$ cat config.mk
export PLATFORM = sky130hd
export DESIGN_NAME = mfsf_sweep
export DESIGN_NICKNAME = d
export VERILOG_FILES = /design/src/rtl/mfsf_pkg.sv /design/src/rtl/mfsf_sweep.sv
export SDC_FILE = /design/constraint.sdc
export NUM_CORES = 1
export LEC_CHECK = 0
export ABC_AREA = 1
export BUFFER_PORTS_ARGS = -buffer_cell sky130_fd_sc_hd__clkbuf_2
export CAP_MARGIN = 20
export CORE_ASPECT_RATIO = 0.8
export CORE_UTILIZATION = 60
export DETAILED_ROUTE_END_ITERATION = 10
export PLACE_DENSITY = 0.84
export SLEW_MARGIN = 20
export SYNTH_ARGS = -nofsm -noshare
export SYNTH_HDL_FRONTEND = slang
export SYNTH_SLANG_ARGS = --single-unit
$ cat constraint.sdc
create_clock -name clk_i -period 7 [get_ports clk_i]
set_clock_uncertainty 0.05 [all_clocks]
set_input_delay 1.4 -clock clk_i [delete_from_list [all_inputs] [get_ports clk_i]]
set_output_delay 1.4 -clock clk_i [all_outputs]
set_load 0.005 [all_outputs]
$ cat src/rtl/mfsf_pkg.sv
// Shared types, command codes and the row mask function of the framebuffer fill engine.
package mfsf_pkg;

  localparam int unsigned CoordW = 10;

  typedef enum logic [3:0] {
    CMD_CLEAR     = 4'd0,
    CMD_FILL      = 4'd1,
    CMD_OUTLINE   = 4'd2,
    CMD_RIGHT_TRI = 4'd3,
    CMD_LEFT_TRI  = 4'd4,
    CMD_UP_TRI    = 4'd5,
    CMD_DOWN_TRI  = 4'd6,
    CMD_READ      = 4'd7,
    CMD_ACK       = 4'd8
  } cmd_e;

  typedef enum logic [2:0] {
    ST_IDLE,
    ST_SWEEP,
    ST_READ,
    ST_READ_WAIT,
    ST_DONE
  } state_e;

  typedef struct packed {
    cmd_e       cmd;
    logic [7:0] x;
    logic [7:0] y;
    logic [7:0] w;
    logic [7:0] h;
    logic       color;
  } draw_cmd_t;

  // One column to update: its address and the run of rows to cover.
  typedef struct packed {
    logic              valid;
    logic [CoordW-1:0] col;
    logic [CoordW-1:0] top;
    logic [CoordW-1:0] count;
  } col_item_t;

  // Bits for rows top .. top+count-1, clipped to rows; row 0 is bit 31.
  function automatic logic [31:0] row_mask(logic [CoordW-1:0] top, logic [CoordW-1:0] count,
                                           logic [5:0] rows);
    logic [CoordW:0] end_row;
    logic [31:0]     m;
    m       = 32'h0000_0000;
    end_row = {1'b0, top} + {1'b0, count};
    if (count != '0 && top < {4'b0, rows}) begin
      if (end_row > {5'b0, rows}) begin
        end_row = {5'b0, rows};
      end
      m = 32'hFFFF_FFFF >> top[4:0];
      if (end_row < 11'd32) begin
        m = m & ~(32'hFFFF_FFFF >> end_row[4:0]);
      end
    end
    return m;
  endfunction

endpackage

$ cat src/rtl/mfsf_sweep.sv
// Column walker: steps through the columns of a draw command and works out each row run.
module mfsf_sweep #(
  parameter int unsigned COLUMNS = 128,
  parameter int unsigned ROWS    = 32
) (
  input  logic               clk_i,
  input  logic               rst_ni,
  input  logic               start_i,
  input  mfsf_pkg::draw_cmd_t cmd_i,
  output logic               busy_o,
  output mfsf_pkg::col_item_t item_o
);

  localparam int unsigned CW = mfsf_pkg::CoordW;

  logic                busy_q, busy_d;
  logic [8:0]          j_q, j_d;
  mfsf_pkg::col_item_t item_q, item_d;

  logic [8:0]    n;
  logic [CW-1:0] j10, x10, y10, w10, h10, hh, hw, wm1j, k, col, top, count;
  logic          emit;

  always_comb begin
    j10  = {1'b0, j_q};
    x10  = {2'b0, cmd_i.x};
    y10  = {2'b0, cmd_i.y};
    w10  = {2'b0, cmd_i.w};
    h10  = {2'b0, cmd_i.h};
    hh   = {3'b0, cmd_i.h[7:1]};
    hw   = {3'b0, cmd_i.w[7:1]};
    wm1j = w10 - 10'd1 - j10;
    k    = (j10 < wm1j) ? j10 : wm1j;
    col  = x10 + j10;
    n    = 9'd0;
    top  = y10;
    count = h10;
    case (cmd_i.cmd)
      mfsf_pkg::CMD_CLEAR: begin
        n     = 9'(COLUMNS);
        col   = j10;
        top   = '0;
        count = CW'(ROWS);
      end
      mfsf_pkg::CMD_FILL: begin
        n = {1'b0, cmd_i.w};
      end
      mfsf_pkg::CMD_OUTLINE: begin
        n     = (cmd_i.w != 8'd0 && cmd_i.h != 8'd0) ? {1'b0, cmd_i.w} : 9'd0;
        count = (j10 == '0 || j10 == w10 - 10'd1) ? h10 : 10'd1;
      end
      mfsf_pkg::CMD_RIGHT_TRI: begin
        n     = {2'b0, cmd_i.h[7:1]} + 9'd1;
        top   = y10 + j10 + {9'b0, cmd_i.h[0]};
        count = ((hh - j10) << 1) + 10'd1;
      end
      mfsf_pkg::CMD_LEFT_TRI: begin
        n     = {2'b0, cmd_i.h[7:1]} + 9'd1;
        top   = y10 + hh + {9'b0, cmd_i.h[0]} - j10;
        count = (j10 << 1) + 10'd1;
      end
      mfsf_pkg::CMD_UP_TRI: begin
        n     = {1'b0, cmd_i.w};
        top   = y10 + hw - k;
        count = k + 10'd1;
      end
      mfsf_pkg::CMD_DOWN_TRI: begin
        n     = {1'b0, cmd_i.w};
        count = k + 10'd1;
      end
      default: begin
        n = 9'd0;
      end
    endcase
    // Stop at the first column past the right edge: later ones are clipped too.
    emit = busy_q && (j_q < n) && (col < CW'(COLUMNS));
  end

  always_comb begin
    busy_d       = busy_q;
    j_d          = j_q;
    item_d.valid = emit;
    item_d.col   = col;
    item_d.top   = top;
    item_d.count = count;
    if (start_i) begin
      busy_d = 1'b1;
      j_d    = '0;
    end else if (busy_q) begin
      if (emit) begin
        j_d = j_q + 9'd1;
      end else begin
        busy_d = 1'b0;
      end
    end
  end

  always_ff @(posedge clk_i or negedge rst_ni) begin
    if (!rst_ni) begin
      busy_q <= 1'b0;
      j_q    <= '0;
      item_q <= '0;
    end else begin
      busy_q <= busy_d;
      j_q    <= j_d;
      item_q <= item_d;
    end
  end

  assign busy_o = busy_q;
  assign item_o = item_q;

endmodule

==> results.sh <==
export IMPL_synth_largest_type_area_fraction_pct=19.1
export IMPL_worst_hold_path_num_cells=2
export IMPL_finish_cell_count_without_fillers=974
export IMPL_die_w_um=108
export IMPL_synth_area_mux_share_pct=0
export IMPL_post_route_cells_drive_above_1_share_pct=14.6
export IMPL_antenna_found_initial=0
export IMPL_core_util_final_pct=70.4
export IMPL_regToRegEndpoint="item_o[19]$_DFF_PN0_"
export IMPL_final_period_minus_worst_setup_slack_ns=6.59
export IMPL_criticalPathCategory="input pin to flop"
export IMPL_timing_worst_slew_pin_value_ns=0.817
export IMPL_crit_reg2reg_launch="j_q[6]$_DFFE_PN0P_"
export IMPL_cts_tree="done"
export IMPL_gr_usage_all_layers_pct=38.1
export IMPL_finalHoldViolations=0
export IMPL_synth_warning_count=0
export IMPL_synth_simple_gate_area_share_pct=28.1
export IMPL_clock_edge_transition_at_the_registers_on_the_reported_setup_and_hold_paths_ns=0.10
export IMPL_cts_path_max_buffers=2
export IMPL_synth_top_area_cell="dfrtp_1"
export IMPL_synthMostInstantiatedCell="nand2_1"
export IMPL_overflow=0
export IMPL_final_routed_wire_length_divided_by_cell_count_um=17.5
export IMPL_design_core_area_um2=8600
export IMPL_boundaryPins=72
export IMPL_worst_r2r_path_depth=29
export IMPL_finalWirelength_mm=17.0
export IMPL_number_of_placed_instances_with_taps_included=965
export IMPL_count_of_tritonroute_iterations_in_the_first_routing_pass=5
export IMPL_critical_path_startpoint_type="input pin"
export IMPL_half_perimeter_wire_length_after_detailed_placement_mm=13.5
export IMPL_flip_flop_cell_with_the_highest_count_after_synthesis="dfrtp_1"
export IMPL_clock_root_buffer="clkbuf_8"
export IMPL_drv_slew=0
export IMPL_synth_top_cells_by_count="148 x nand2_1, 131 x inv_1, 96 x nor2_1"
export IMPL_grt_max_degree=42
export IMPL_drt_vias_per_instance=5.88
export IMPL_post_route_period_util_pct=94.1
export IMPL_mappedNetlistNets=908
export IMPL_postSynth_asyncResetShare_pct=100
export IMPL_final_antenna_net_count=0
export IMPL_worst_skew_pair_late_latency_ns=0.31
export IMPL_port_buffer_count=70
export IMPL_synth_yosys_seq_area_share_pct=19.1
export IMPL_power_density_nw_per_um2=133
export IMPL_synth_avg_cell_area_um2=6.93
export IMPL_ys_top_cells_by_area="dfrtp_1 19%, ha_1 17%, nand2_1 10%"
export IMPL_minimum_setup_slack_after_placement_ns=0.143
export IMPL_synth_compound_area_share_pct=15.0
export IMPL_initialDrtViolationCount=467
export IMPL_synthToLayoutAreaGrowth_pct=12.4
export IMPL_post_synth_adder_cell_area_pct=23.9
export IMPL_holdPathEnd="item_o[29]$_DFF_PN0_"
export IMPL_status="finished clean"
export IMPL_flip_flop_and_latch_count_after_synthesis=41
export IMPL_setup_violations=0
export IMPL_p_total_mw=0.802
export IMPL_yosysUniqueCellTypes=45
export IMPL_clock_sink_count=41
export IMPL_arrival_ns=6.73
export IMPL_design_die_area_um2=9360
export IMPL_antenna_diode_count=0
export IMPL_timing_slew_headroom_pct=45.2
export IMPL_synth_xor_area_share_pct=3.76
export IMPL_start_util_pct=62.6
export IMPL_timing_critical_path_slowest_stage_cell="fa_1"
export IMPL_setup_ws_ns=0.413
export IMPL_grt_pass1_vias=5578
export IMPL_die_height_um=86.7
export IMPL_syn_cell_area_um2=5380
export IMPL_num_rows=30
export IMPL_fmax_mhz=152
export IMPL_combinational_family_with_the_most_area_after_synthesis="simple AND/OR/NAND/NOR gates"
export IMPL_critical_path_top_cell_by_count="nand2_1"
export IMPL_critical_path_required_time_ns=7.14
export IMPL_worst_path_largest_cell_delay_ns=0.49
export IMPL_total_number_of_h_tree_levels=2
export IMPL_setup_total_negative_slack_ns=0
export IMPL_timing_hold_worst_class="flop to flop"
export IMPL_gp_routability_congestion=0.976
export IMPL_critical_path_max_fanout=9
export IMPL_route_detailed_drc=0
export IMPL_cts_inserted_buffers=5
export IMPL_final_nets=992
export IMPL_global_route_wire_length_before_repair_mm=27.1
export IMPL_reg2reg_slack_ns=1.17
export IMPL_max_cap_violations=0
export IMPL_worst_hold_startpoint="j_q[8]$_DFFE_PN0P_"
export IMPL_netlist_instances=777
export IMPL_route_vias_total=5723
export IMPL_leakagePower_nw=3.20
export IMPL_cp_end_kind="flop"
export IMPL_vdd_ir_drop_max_mv=0.0810
export IMPL_synth_edf_count=0
## report_power, final
group | switching (mW) | total (mW) | internal, mW
Combinational | 0.230 | 0.365 | 0.135
Clock | 0.102 | 0.173 | 0.0707
Sequential | 0.00719 | 0.265 | 0.258
## sequential cells by signal, summed over array words and instances (netlist names)
register and count:
busy_o 1, item_o 31, j_q 9
## kinds of logic (layout without fill, tap and decap cells)
group	after synthesis	in the layout
compound gates	136	136
xor+xnor	21	21
buf+inv	144	229
fa+ha+maj	91	91
simple gates	344	344
flops	41	41
## how the worst max path moves through the flow
stage                      endpoint  cells past startpoint      from  slack [ns]
6_report       item_o[19]$_DFF_PN0_                     35  cmd_i[9]        0.41
5_1_grt        item_o[18]$_DFF_PN0_                     36  cmd_i[9]       -0.03
4_1_cts        item_o[18]$_DFF_PN0_                     36  cmd_i[9]        0.42
3_5_place_dp   item_o[18]$_DFF_PN0_                     36  cmd_i[9]        0.14
3_3_place_gp   item_o[18]$_DFF_PN0_                     36  cmd_i[9]        0.26
2_1_floorplan  item_o[18]$_DFF_PN0_                     34  cmd_i[9]        0.89
## worst max-delay path: cells and delay by family
family          cells  cell delay (ns)
compound gates      7             1.06
xor+xnor            1             0.22
fa+ha+maj           5             1.79
buf+inv             5             0.53
simple gates       17             1.71
## per-layer routing
layer  wire length [um]  global-route usage, %  vias to the layer above
li1                   -                      -                     2718
met1               7140                   49.9                     2622
met2               7450                   59.5                      327
met3               1950                   11.1                       56
met4                491                   14.7                        0
met5                  0                      0                        -
## layout by cell type, fill, tap and decap left out, types with 3 or more instances in the layout
cell type / n
nand2_1: 148
inv_1: 131
nor2_1: 96
ha_1: 70
clkbuf_2: 69
o21ai_0: 41
a21oi_1: 41
dfrtp_1: 41
nand3_1: 40
fa_1: 20
xor2_1: 15
nor3_1: 13
buf_4: 13
nand4_1: 11
nand2_2: 10
o21bai_1: 6
a221oi_1: 6
o22ai_1: 6
clkinv_1: 5
a31oi_1: 5
o21ai_1: 5
clkbuf_8: 5
nor4_1: 4
a32oi_1: 4
nand2_4: 4
xnor2_1: 4
nor2_2: 4
or2_2: 3
inv_2: 3
a21oi_2: 3
nand3_2: 3
nand3b_1: 3
o21ai_2: 3
a211oi_1: 3
o211ai_1: 3
a22oi_1: 3
## final cells by class
| class | count | area [um2] |
|---|---|---|
| clock buffers | 6 | 72.6 |
| well taps | 112 | 140 |
| multi-input cells | 592 | 3830 |
| repair buffers | 82 | 443 |
| flip-flops and latches | 41 | 1030 |
| inverters | 139 | 522 |
| fillers | 760 | 2550 |
| clock inverters | 2 | 15.0 |
## per-stage QoR
step / instance area [um2] / hold WS [ns]
2_1_floorplan: 5380 / 0.542
6_report: 6050 / 0.704
4_1_cts: 6020 / 0.683
3_5_place_dp: 5930 / 0.674
5_1_grt: 6050 / 0.715
3_3_place_gp: 5930 / 0.665
## timing repair
item / 4_1_cts / 5_1_grt
hold buffers: 0 / 0
setup endpoints to repair: 0 / 1
buffers inserted: 0 / 1
gates resized for setup: 0 / 4
(Power assumes the default switching activity.)
